**src/date_period_overlap_days_assert.svh**
```systemverilog
// assertion macros for the date period overlap block
// used by the controller; needs nothing else
`ifndef DATE_PERIOD_OVERLAP_DAYS_ASSERT_SVH
`define DATE_PERIOD_OVERLAP_DAYS_ASSERT_SVH

`ifndef SYNTHESIS

// antecedent in this cycle implies consequent in the next cycle
`define DPOD_ASSERT_NEXT(label, clk, rst_n, ante, cons) \
	label: assert property (@(posedge clk) disable iff (!rst_n) (ante) |=> (cons)) \
		else $error("dpod assertion failed");

// antecedent implies consequent in the same cycle
`define DPOD_ASSERT_NOW(label, clk, rst_n, ante, cons) \
	label: assert property (@(posedge clk) disable iff (!rst_n) (ante) |-> (cons)) \
		else $error("dpod assertion failed");

`else

`define DPOD_ASSERT_NEXT(label, clk, rst_n, ante, cons)
`define DPOD_ASSERT_NOW(label, clk, rst_n, ante, cons)

`endif

`endif

```
**src/dpod_pkg.sv**
```systemverilog
// shared types, constants and calendar tables for the date period overlap block
// no dependencies
package dpod_pkg;

	localparam int DAY_W = 5;
	localparam int MON_W = 4;
	localparam int YR_W  = 14;
	localparam int CNT_W = 22;

	localparam logic [CNT_W-1:0] OUT_MAX = 22'd4194303;

	// floor(n / 25) = (n * DIV25_MUL) >> DIV25_SH for n below 43690
	localparam int DIV25_MUL_W = 15;
	localparam logic [DIV25_MUL_W-1:0] DIV25_MUL = 15'd20972;
	localparam int DIV25_SH = 19;

	localparam logic [MON_W-1:0] MON_JAN = 4'd1;
	localparam logic [MON_W-1:0] MON_FEB = 4'd2;
	localparam logic [MON_W-1:0] MON_DEC = 4'd12;

	typedef struct packed {
		logic [DAY_W-1:0] day;
		logic [MON_W-1:0] mon;
		logic [YR_W-1:0]  yr;
	} dpod_date_t;

	typedef struct packed {
		logic       load;
		logic [1:0] idx;
		logic       store;
		logic       finish;
	} dpod_cmd_t;

	typedef enum logic [2:0] {
		ST_IDLE,
		ST_SEL,
		ST_MUL,
		ST_SER,
		ST_CMP
	} dpod_state_t;

	// days in a common-year month, month already clamped to 1..12
	function automatic logic [DAY_W-1:0] month_len(input logic [MON_W-1:0] mo);
		logic [DAY_W-1:0] r;
		case (mo)
			4'd2: r = 5'd28;
			4'd4, 4'd6, 4'd9, 4'd11: r = 5'd30;
			default: r = 5'd31;
		endcase
		return r;
	endfunction

	// days before the first of the month in a common year
	function automatic logic [8:0] month_start(input logic [MON_W-1:0] mo);
		logic [8:0] r;
		case (mo)
			4'd2:  r = 9'd31;
			4'd3:  r = 9'd59;
			4'd4:  r = 9'd90;
			4'd5:  r = 9'd120;
			4'd6:  r = 9'd151;
			4'd7:  r = 9'd181;
			4'd8:  r = 9'd212;
			4'd9:  r = 9'd243;
			4'd10: r = 9'd273;
			4'd11: r = 9'd304;
			4'd12: r = 9'd334;
			default: r = 9'd0;
		endcase
		return r;
	endfunction

endpackage

```
**src/dpod_req_if.sv**
```systemverilog
// request channel: two date periods with valid/ready
// depends on dpod_pkg for field widths
interface dpod_req_if;
	logic                       valid;
	logic                       ready;
	logic [dpod_pkg::DAY_W-1:0] first_start_day;
	logic [dpod_pkg::MON_W-1:0] first_start_month;
	logic [dpod_pkg::YR_W-1:0]  first_start_year;
	logic [dpod_pkg::DAY_W-1:0] first_end_day;
	logic [dpod_pkg::MON_W-1:0] first_end_month;
	logic [dpod_pkg::YR_W-1:0]  first_end_year;
	logic [dpod_pkg::DAY_W-1:0] second_start_day;
	logic [dpod_pkg::MON_W-1:0] second_start_month;
	logic [dpod_pkg::YR_W-1:0]  second_start_year;
	logic [dpod_pkg::DAY_W-1:0] second_end_day;
	logic [dpod_pkg::MON_W-1:0] second_end_month;
	logic [dpod_pkg::YR_W-1:0]  second_end_year;

	modport source (
		output valid, first_start_day, first_start_month, first_start_year,
		output first_end_day, first_end_month, first_end_year,
		output second_start_day, second_start_month, second_start_year,
		output second_end_day, second_end_month, second_end_year,
		input  ready
	);

	modport sink (
		input  valid, first_start_day, first_start_month, first_start_year,
		input  first_end_day, first_end_month, first_end_year,
		input  second_start_day, second_start_month, second_start_year,
		input  second_end_day, second_end_month, second_end_year,
		output ready
	);
endinterface

```
**src/dpod_rsp_if.sv**
```systemverilog
// response channel: overlap day count with valid/ready
// depends on dpod_pkg for the count width
interface dpod_rsp_if;
	logic                       valid;
	logic                       ready;
	logic [dpod_pkg::CNT_W-1:0] overlap_days;

	modport source (output valid, overlap_days, input ready);
	modport sink (input valid, overlap_days, output ready);
endinterface

```
**src/dpod_ctrl.sv**
```systemverilog
// controller: sequences the four date conversions and the final compare
// depends on dpod_pkg and the assertion macro header
`include "date_period_overlap_days_assert.svh"

module dpod_ctrl (
	input  logic                clk,
	input  logic                arst_n,
	input  logic                in_valid,
	output logic                in_ready,
	output logic                out_valid,
	input  logic                out_ready,
	output dpod_pkg::dpod_cmd_t cmd
);

	dpod_pkg::dpod_state_t state_q, state_d;
	logic [1:0] idx_q, idx_d;
	logic       out_valid_q;

	always_ff @(posedge clk or negedge arst_n) begin
		if (!arst_n) begin
			state_q     <= dpod_pkg::ST_IDLE;
			idx_q       <= 2'd0;
			out_valid_q <= 1'b0;
		end else begin
			state_q <= state_d;
			idx_q   <= idx_d;
			if (cmd.finish) begin
				out_valid_q <= 1'b1;
			end else if (out_ready) begin
				out_valid_q <= 1'b0;
			end
		end
	end

	always_comb begin
		state_d    = state_q;
		idx_d      = idx_q;
		cmd.load   = 1'b0;
		cmd.idx    = idx_q;
		cmd.store  = 1'b0;
		cmd.finish = 1'b0;
		in_ready   = 1'b0;
		case (state_q)
			dpod_pkg::ST_IDLE: begin
				in_ready = 1'b1;
				if (in_valid) begin
					cmd.load = 1'b1;
					idx_d    = 2'd0;
					state_d  = dpod_pkg::ST_SEL;
				end
			end
			dpod_pkg::ST_SEL: state_d = dpod_pkg::ST_MUL;
			dpod_pkg::ST_MUL: state_d = dpod_pkg::ST_SER;
			dpod_pkg::ST_SER: begin
				cmd.store = 1'b1;
				if (idx_q == 2'd3) begin
					state_d = dpod_pkg::ST_CMP;
				end else begin
					idx_d   = idx_q + 2'd1;
					state_d = dpod_pkg::ST_SEL;
				end
			end
			dpod_pkg::ST_CMP: begin
				// wait until the output register is free or being drained
				if (!out_valid_q || out_ready) begin
					cmd.finish = 1'b1;
					state_d    = dpod_pkg::ST_IDLE;
				end
			end
			default: state_d = dpod_pkg::ST_IDLE;
		endcase
	end

	assign out_valid = out_valid_q;

	`DPOD_ASSERT_NEXT(a_accept_starts, clk, arst_n, in_valid && in_ready, state_q == dpod_pkg::ST_SEL && idx_q == 2'd0)
	`DPOD_ASSERT_NEXT(a_last_date_cmp, clk, arst_n, state_q == dpod_pkg::ST_SER && idx_q == 2'd3, state_q == dpod_pkg::ST_CMP)
	`DPOD_ASSERT_NEXT(a_finish_valid, clk, arst_n, cmd.finish, out_valid_q && state_q == dpod_pkg::ST_IDLE)
	`DPOD_ASSERT_NOW(a_rise_from_cmp, clk, arst_n, $rose(out_valid_q), $past(state_q) == dpod_pkg::ST_CMP)

endmodule

```
**src/dpod_datapath.sv**
```systemverilog
// datapath: date clamp, serial day number conversion and overlap count
// depends on dpod_pkg; driven by commands from dpod_ctrl
module dpod_datapath #(
	parameter int MAX_YEAR = 9999
) (
	input  logic                             clk,
	input  dpod_pkg::dpod_cmd_t              cmd,
	input  dpod_pkg::dpod_date_t [3:0]       dates,
	output logic [dpod_pkg::CNT_W-1:0]       overlap_days
);

	localparam int YR_W   = dpod_pkg::YR_W;
	localparam int YR_MAX = (1 << YR_W) - 1;
	localparam int YR_CAP = (MAX_YEAR < YR_MAX) ? MAX_YEAR : YR_MAX;
	localparam int SER_W  = $clog2(YR_CAP * 366 + 1);
	localparam int DIF_W  = SER_W + 1;
	localparam int CMP_W  = (DIF_W > dpod_pkg::CNT_W) ? DIF_W : dpod_pkg::CNT_W;
	localparam int M_W    = YR_W - 2;
	localparam int P_W    = M_W + dpod_pkg::DIV25_MUL_W;
	localparam int Q_W    = P_W - dpod_pkg::DIV25_SH;

	localparam logic [YR_W-1:0] YR_CAP_V = YR_W'(YR_CAP);

	dpod_pkg::dpod_date_t [3:0] date_q;
	logic [SER_W-1:0]           ser_q [4];
	logic [dpod_pkg::CNT_W-1:0] out_q;

	// stage 1: clamped month and year, raw day
	logic [dpod_pkg::DAY_W-1:0] day_s1;
	logic [dpod_pkg::MON_W-1:0] mon_s1;
	logic [YR_W-1:0]            yr_s1;
	// stage 2: year / 100 via reciprocal
	logic [dpod_pkg::DAY_W-1:0] day_s2;
	logic [dpod_pkg::MON_W-1:0] mon_s2;
	logic [YR_W-1:0]            yr_s2;
	logic [Q_W-1:0]             q_s2;

	logic [YR_W-1:0]            yr_c;
	logic [dpod_pkg::MON_W-1:0] mon_c;
	logic [P_W-1:0]             prod;
	logic [SER_W-1:0]           ser;
	logic [dpod_pkg::CNT_W-1:0] cnt;

	always_ff @(posedge clk) begin
		if (cmd.load) begin
			date_q <= dates;
		end
		if (cmd.store) begin
			ser_q[cmd.idx] <= ser;
		end
		if (cmd.finish) begin
			out_q <= cnt;
		end
	end

	always_comb begin
		dpod_pkg::dpod_date_t d;
		d = date_q[cmd.idx];
		if (d.yr == '0) begin
			yr_c = YR_W'(1);
		end else if (d.yr > YR_CAP_V) begin
			yr_c = YR_CAP_V;
		end else begin
			yr_c = d.yr;
		end
		if (d.mon < dpod_pkg::MON_JAN) begin
			mon_c = dpod_pkg::MON_JAN;
		end else if (d.mon > dpod_pkg::MON_DEC) begin
			mon_c = dpod_pkg::MON_DEC;
		end else begin
			mon_c = d.mon;
		end
	end

	always_ff @(posedge clk) begin
		day_s1 <= date_q[cmd.idx].day;
		mon_s1 <= mon_c;
		yr_s1  <= yr_c;
	end

	assign prod = P_W'(yr_s1[YR_W-1:2]) * P_W'(dpod_pkg::DIV25_MUL);

	always_ff @(posedge clk) begin
		day_s2 <= day_s1;
		mon_s2 <= mon_s1;
		yr_s2  <= yr_s1;
		q_s2   <= prod[P_W-1:dpod_pkg::DIV25_SH];
	end

	// serial day number from year quotients and month tables
	always_comb begin
		logic [M_W-1:0]             m;
		logic [M_W-1:0]             q25;
		logic                       div4, div100, div400, leap;
		logic [M_W-1:0]             py4;
		logic [Q_W-1:0]             py100;
		logic [Q_W-3:0]             py400;
		logic [YR_W-1:0]            py;
		logic [dpod_pkg::DAY_W-1:0] lim, dy;
		logic                       adj;
		m      = yr_s2[YR_W-1:2];
		q25    = M_W'(q_s2) * M_W'(25);
		div4   = (yr_s2[1:0] == 2'b00);
		div100 = div4 && (m == q25);
		div400 = div100 && (q_s2[1:0] == 2'b00);
		leap   = (div4 && !div100) || div400;
		// quotients of year - 1 from those of year
		py4    = m - M_W'(div4);
		py100  = q_s2 - Q_W'(div100);
		py400  = q_s2[Q_W-1:2] - (Q_W-2)'(div400);
		py     = yr_s2 - YR_W'(1);
		if (mon_s2 == dpod_pkg::MON_FEB && leap) begin
			lim = 5'd29;
		end else begin
			lim = dpod_pkg::month_len(mon_s2);
		end
		if (day_s2 == '0) begin
			dy = 5'd1;
		end else if (day_s2 > lim) begin
			dy = lim;
		end else begin
			dy = day_s2;
		end
		adj = (mon_s2 > dpod_pkg::MON_FEB) && leap;
		ser = SER_W'(py) * SER_W'(365) + SER_W'(py4) - SER_W'(py100) + SER_W'(py400)
			+ SER_W'(dpod_pkg::month_start(mon_s2)) + SER_W'(adj) + SER_W'(dy) - SER_W'(1);
	end

	// common interval of the two periods, saturated to the count width
	always_comb begin
		logic [SER_W-1:0] lo, hi;
		logic [CMP_W-1:0] dif;
		lo  = (ser_q[0] > ser_q[2]) ? ser_q[0] : ser_q[2];
		hi  = (ser_q[1] < ser_q[3]) ? ser_q[1] : ser_q[3];
		dif = CMP_W'(DIF_W'(hi) - DIF_W'(lo) + DIF_W'(1));
		if (hi < lo) begin
			cnt = '0;
		end else if (dif > CMP_W'(dpod_pkg::OUT_MAX)) begin
			cnt = dpod_pkg::OUT_MAX;
		end else begin
			cnt = dif[dpod_pkg::CNT_W-1:0];
		end
	end

	assign overlap_days = out_q;

endmodule

```
**src/date_period_overlap_days.sv**
```systemverilog
// date period overlap: rsp.valid rises once the four date conversions and the compare are done
// one request is taken at a time, only while idle; a shared date converter
// (clamp, reciprocal multiply for year / 100, serial sum) runs once per date, four times
// the next request is taken while a finished result still waits in the output register
// asynchronous active-low reset returns the controller to idle with no result pending
module date_period_overlap_days #(
	parameter int MAX_YEAR = 9999
) (
	input logic        clk,
	input logic        arst_n,
	dpod_req_if.sink   req,
	dpod_rsp_if.source rsp
);

	dpod_pkg::dpod_cmd_t        cmd;
	dpod_pkg::dpod_date_t [3:0] dates;

	assign dates[0] = '{day: req.first_start_day, mon: req.first_start_month,
		yr: req.first_start_year};
	assign dates[1] = '{day: req.first_end_day, mon: req.first_end_month,
		yr: req.first_end_year};
	assign dates[2] = '{day: req.second_start_day, mon: req.second_start_month,
		yr: req.second_start_year};
	assign dates[3] = '{day: req.second_end_day, mon: req.second_end_month,
		yr: req.second_end_year};

	dpod_ctrl u_ctrl (
		.clk       (clk),
		.arst_n    (arst_n),
		.in_valid  (req.valid),
		.in_ready  (req.ready),
		.out_valid (rsp.valid),
		.out_ready (rsp.ready),
		.cmd       (cmd)
	);

	dpod_datapath #(
		.MAX_YEAR (MAX_YEAR)
	) u_datapath (
		.clk          (clk),
		.cmd          (cmd),
		.dates        (dates),
		.overlap_days (rsp.overlap_days)
	);

endmodule
```
**src/flat_wrapper.sv**
```systemverilog
// flat-port wrapper written by rule: the top's interface ports become plain ports
module date_period_overlap_days_flat 
#(
	parameter int MAX_YEAR = 9999
)
  (clk, arst_n, req_valid, req_first_start_day, req_first_start_month, req_first_start_year, req_first_end_day, req_first_end_month, req_first_end_year, req_second_start_day, req_second_start_month, req_second_start_year, req_second_end_day, req_second_end_month, req_second_end_year, req_ready, rsp_valid, rsp_overlap_days, rsp_ready);
  dpod_req_if req_i ();
  dpod_rsp_if rsp_i ();
  input logic clk;
  input logic arst_n;
  input wire logic [$bits(req_i.valid)-1:0] req_valid;
  input wire logic [$bits(req_i.first_start_day)-1:0] req_first_start_day;
  input wire logic [$bits(req_i.first_start_month)-1:0] req_first_start_month;
  input wire logic [$bits(req_i.first_start_year)-1:0] req_first_start_year;
  input wire logic [$bits(req_i.first_end_day)-1:0] req_first_end_day;
  input wire logic [$bits(req_i.first_end_month)-1:0] req_first_end_month;
  input wire logic [$bits(req_i.first_end_year)-1:0] req_first_end_year;
  input wire logic [$bits(req_i.second_start_day)-1:0] req_second_start_day;
  input wire logic [$bits(req_i.second_start_month)-1:0] req_second_start_month;
  input wire logic [$bits(req_i.second_start_year)-1:0] req_second_start_year;
  input wire logic [$bits(req_i.second_end_day)-1:0] req_second_end_day;
  input wire logic [$bits(req_i.second_end_month)-1:0] req_second_end_month;
  input wire logic [$bits(req_i.second_end_year)-1:0] req_second_end_year;
  output wire logic [$bits(req_i.ready)-1:0] req_ready;
  output wire logic [$bits(rsp_i.valid)-1:0] rsp_valid;
  output wire logic [$bits(rsp_i.overlap_days)-1:0] rsp_overlap_days;
  input wire logic [$bits(rsp_i.ready)-1:0] rsp_ready;
  assign req_i.valid = req_valid;
  assign req_i.first_start_day = req_first_start_day;
  assign req_i.first_start_month = req_first_start_month;
  assign req_i.first_start_year = req_first_start_year;
  assign req_i.first_end_day = req_first_end_day;
  assign req_i.first_end_month = req_first_end_month;
  assign req_i.first_end_year = req_first_end_year;
  assign req_i.second_start_day = req_second_start_day;
  assign req_i.second_start_month = req_second_start_month;
  assign req_i.second_start_year = req_second_start_year;
  assign req_i.second_end_day = req_second_end_day;
  assign req_i.second_end_month = req_second_end_month;
  assign req_i.second_end_year = req_second_end_year;
  assign req_ready = req_i.ready;
  assign rsp_valid = rsp_i.valid;
  assign rsp_overlap_days = rsp_i.overlap_days;
  assign rsp_i.ready = rsp_ready;
  date_period_overlap_days #(.MAX_YEAR(MAX_YEAR)) u_core (.clk(clk), .arst_n(arst_n), .req(req_i), .rsp(rsp_i));
endmodule
```
**config.mk**
```make
export PLATFORM = sky130hd
export DESIGN_NAME = date_period_overlap_days_flat
export DESIGN_NICKNAME = d
export VERILOG_FILES = /design/src/dpod_pkg.sv /design/src/dpod_req_if.sv /design/src/dpod_rsp_if.sv /design/src/dpod_ctrl.sv /design/src/dpod_datapath.sv /design/src/date_period_overlap_days.sv /design/src/flat_wrapper.sv
export VERILOG_INCLUDE_DIRS = /design/src /design/src/src
export SDC_FILE = /design/constraint.sdc
export NUM_CORES = 1
export LEC_CHECK = 0
export ABC_AREA = 0
export BUFFER_PORTS_ARGS = -buffer_cell sky130_fd_sc_hd__buf_2
export CAP_MARGIN = 40
export CORE_AREA = 4 4 220 222
export CTS_CLUSTER_DIAMETER = 100
export DETAILED_ROUTE_END_ITERATION = 6
export DIE_AREA = 0 0 224 226
export GPL_TIMING_DRIVEN = 0
export PLACE_DENSITY = 0.7
export SKIP_LAST_GASP = 1
export SYNTH_ARGS = -nofsm -noshare
export SYNTH_HDL_FRONTEND = slang
export SYNTH_SLANG_ARGS = --single-unit
```
**constraint.sdc**
```tcl
create_clock -name clk -period 20 [get_ports clk]
set_clock_uncertainty 0.15 [all_clocks]
set_input_delay 4 -clock clk [delete_from_list [all_inputs] [get_ports clk]]
set_output_delay 4 -clock clk [all_outputs]
set_load 0.01 [all_outputs]
```
==> key figures <==
Global route
  • Vias in the first global route: 13810
  • All-Layer GR Usage: 15.69%
  • First-pass GRT wire length: 65970 um
  • Grt ovf: 0
  • Most Crowded Layer GR: met2
  • Pin count of the biggest net entering global routing: 73
  • Initial antenna violation count: 0
  • GR Layer Usage met3: 2.522%
  • Met1 GRT Util: 19.24%
  • Global Route met2 Usage: 28.87%

Synth
  • Synth Area in Compound Gates: 7.334%
  • Adder-Cell Fraction of Synth Area: 33.70%
  • Mux contribution to synthesized area: 6.071%
  • Synth warn: 0
  • Synth Area in Simple Gates: 6.071%
  • Post-synthesis cell type count: 66
  • Xor and xnor area share after synthesis: 4.250%
  • Async SR Flop Fraction: 2.214%
  • #FFs+latches synth: 271
  • Most used DFF post-synth: edfxtp_1
  • Largest family of logic cells by synthesized area: adder cells
  • Post-synth EDFFs: 202
  • Synthesized net count: 2301
  • Seq/Total Area, Yosys: 36.28%
  • Avg Synthesized Cell Area: 11.84 um2
  • Cells after Synth: 1740
  • Synthesized area: 20610 um2

Clock tree
  • Post-CTS Setup Bufs: 0
  • H-tree levels: 1
  • CTS Hold Bufs: 0
  • Clock-pin slew on the worst setup and hold paths: 0.06 ns
  • Worst-Skew Late Latency: 0.56 ns
  • Root Buffer Master: clkbuf_16
  • CTS sink count: 271
  • CTS max path bufs: 3
  • Cts bufs inserted: 29
  • CTS tree: done
  • Cts repair resizes: 0

Floorplanning
  • Die Height: 226 um
  • Num rows: 79
  • Core area: 46360 um2
  • Total Die Area: 50620 um2
  • Top Ports: 120
  • Initial Util: 44.45%
  • Die Span X: 224 um

Flow run
  • Total of max-cap violations: 0

Route
  • Antenna viol nets, final: 0
  • Via-to-Cell Ratio: 5.017
  • DR vias: 12670
  • Routed WL per cell: 15.34 um
  • Residual DRC count: 0
  • Initial DRC count: 585
  • TritonRoute pass-1 iters: 5
  • WL final: 38750 um

Final layout
  • Leading cell type in the layout, fill and taps excluded: ha_1
  • Commonest cells after routing, fill and taps aside: 315 x ha_1, 309 x inv_1, 202 x edfxtp_1, 150 x fa_1, 127 x buf_2
  • Layout Cells excl Fill: 2526
  • Layout cell share with drive strength beyond 1: 13.76%
  • Area growth, synth to finish: 11.71%
  • Nets: 2457
  • Fill cells: 4005
  • N_diodes: 0

Setup path
  • CP arrival: 10.04 ns
  • CP delay by family, top: adder cells
  • Endpoint class of the critical path: register
  • WP buf/inv: 5
  • Kind of critical path: reg2reg
  • Critical Path Max Stage Delay: 0.81 ns
  • R2r setup slk: 10.15 ns
  • Critical Path Source Type: register
  • Worst EP required: 20.18 ns
  • Crit Path Max Fanout: 5
  • Slowest-stage cell, CP: a2111oi_0
  • Cell mode on critical path: fa_1

STA
  • Final setup viols: 0
  • Final Cycle Share: 49.27%
  • Final Hold Vio Count: 0
  • Worst rel slew slack: 40.56%
  • Minimum clock period: 9.855 ns
  • Hold WS: 0.1747 ns
  • Count of pins over their slew limit: 0
  • Fin Setup TNS: 0 ns
  • RSZ-0062 raised after global routing: no
  • Fmax: 101.5 MHz
  • Worst Max-Slew Pin Slew: 0.8692 ns

Outcome
  • Outcome: completed

Min path
  • Hold crit path type: reg2reg

Place
  • IO buf count: 119
  • Dpl cells: 2472
  • Gp weighted congestion: 0.8593
  • Post-DP HPWL: 32140 um
final timing paths:
check | from | to | cells after the start
setup reg to reg | u_core.u_datapath.q_s2[4]$_DFF_P_ | u_core.u_datapath.ser_q[0][21]$_DFFE_PP_ | 32
hold / removal | u_core.u_datapath.day_s1[0]$_DFF_P_ | u_core.u_datapath.day_s2[0]$_DFF_P_ | 0
min in group asynchronous | arst_n | u_core.u_ctrl.idx_q[1]$_DFFE_PN0P_ | 1
hold reg to reg | u_core.u_datapath.day_s1[0]$_DFF_P_ | u_core.u_datapath.day_s2[0]$_DFF_P_ | 0
setup / recovery | u_core.u_datapath.q_s2[4]$_DFF_P_ | u_core.u_datapath.ser_q[0][21]$_DFFE_PP_ | 32
max in group asynchronous | arst_n | u_core.u_ctrl.out_valid$_DFFE_PN0P_ | 1
cells in the mapped netlist, types with 5 or more instances:
cell,number,area share [%]
dfxtp_1,63,6.1
nor4_1,6,0.18
nor2b_1,14,0.42
a211oi_1,8,0.29
and3_1,5,0.15
inv_1,309,5.6
clkbuf_1,17,0.31
mux2_2,32,1.7
xnor2_1,71,3.0
edfxtp_1,202,29
or3_1,6,0.18
and2_1,16,0.49
ha_1,315,19
nand3_1,19,0.46
a21o_1,24,0.87
a21oi_1,81,2.0
nor3b_1,6,0.22
nand2_1,50,0.91
mux4_2,24,2.6
fa_1,150,15
buf_2,8,0.19
nor2_1,46,0.84
o21ai_0,40,0.97
mux2i_1,35,1.7
o21a_1,13,0.47
o21bai_1,13,0.47
nand2b_1,15,0.46
nand4_1,16,0.49
a211o_1,5,0.21
nor3_1,19,0.46
dfrtp_1,6,0.73
xor2_1,29,1.2
a31oi_1,10,0.30
or2_2,9,0.27
sequential cells by signal, indices dropped and copies added (netlist names), 5 cells and up, named ones only:
| register | cells |
|---|---|
| u_core.u_datapath.date_q | 92 |
| u_core.u_datapath.day_s1 | 5 |
| u_core.u_datapath.day_s2 | 5 |
| u_core.u_datapath.overlap_days | 22 |
| u_core.u_datapath.q_s2 | 8 |
| u_core.u_datapath.ser_q | 88 |
| u_core.u_datapath.yr_s1 | 14 |
| u_core.u_datapath.yr_s2 | 14 |
cell type report:
class | instances | area (um2) | area share [%]
multi-input combinational | 1131 | 11840 | 51.42
sequential | 271 | 7477 | 32.48
inverter | 309 | 1160 | 5.038
clock buffer | 46 | 889.6 | 3.864
tap | 607 | 759.5 | 3.299
timing repair buffer | 125 | 710.7 | 3.087
buffer | 29 | 137.6 | 0.5979
clock inverter | 8 | 50.05 | 0.2174
kinds of logic (layout without fill, tap and decap cells):
kind of cell / after synthesis / after routing
buffers and inverters: 338 / 517
muxes: 91 / 91
adders and majority gates: 465 / 465
xor gates and xnor gates: 100 / 100
DFF: 271 / 271
and+or+nand+nor: 240 / 240
AOI/OAI and AO/OA: 235 / 235
layer usage:
metal,share of wire (%),up-vias
met5,0,-
met3,3.7,62
li1,-,6314
met1,44,6089
met2,50,209
met4,2.6,0
per-stage QoR:
step | utilization, % | setup slack (ns) | area (um2)
CTS | 49.66 | 9.988 | 23020
detailed placement | 47.63 | 10.01 | 22080
floorplan | - | 11.39 | 20610
global route | 49.66 | 9.483 | 23020
global placement | 47.38 | 10.21 | 21960
finish | 49.66 | 10.15 | 23020
Power is not shown: default switching activity piles up to over one toggle a cycle in this logic, so the estimate is an artifact.
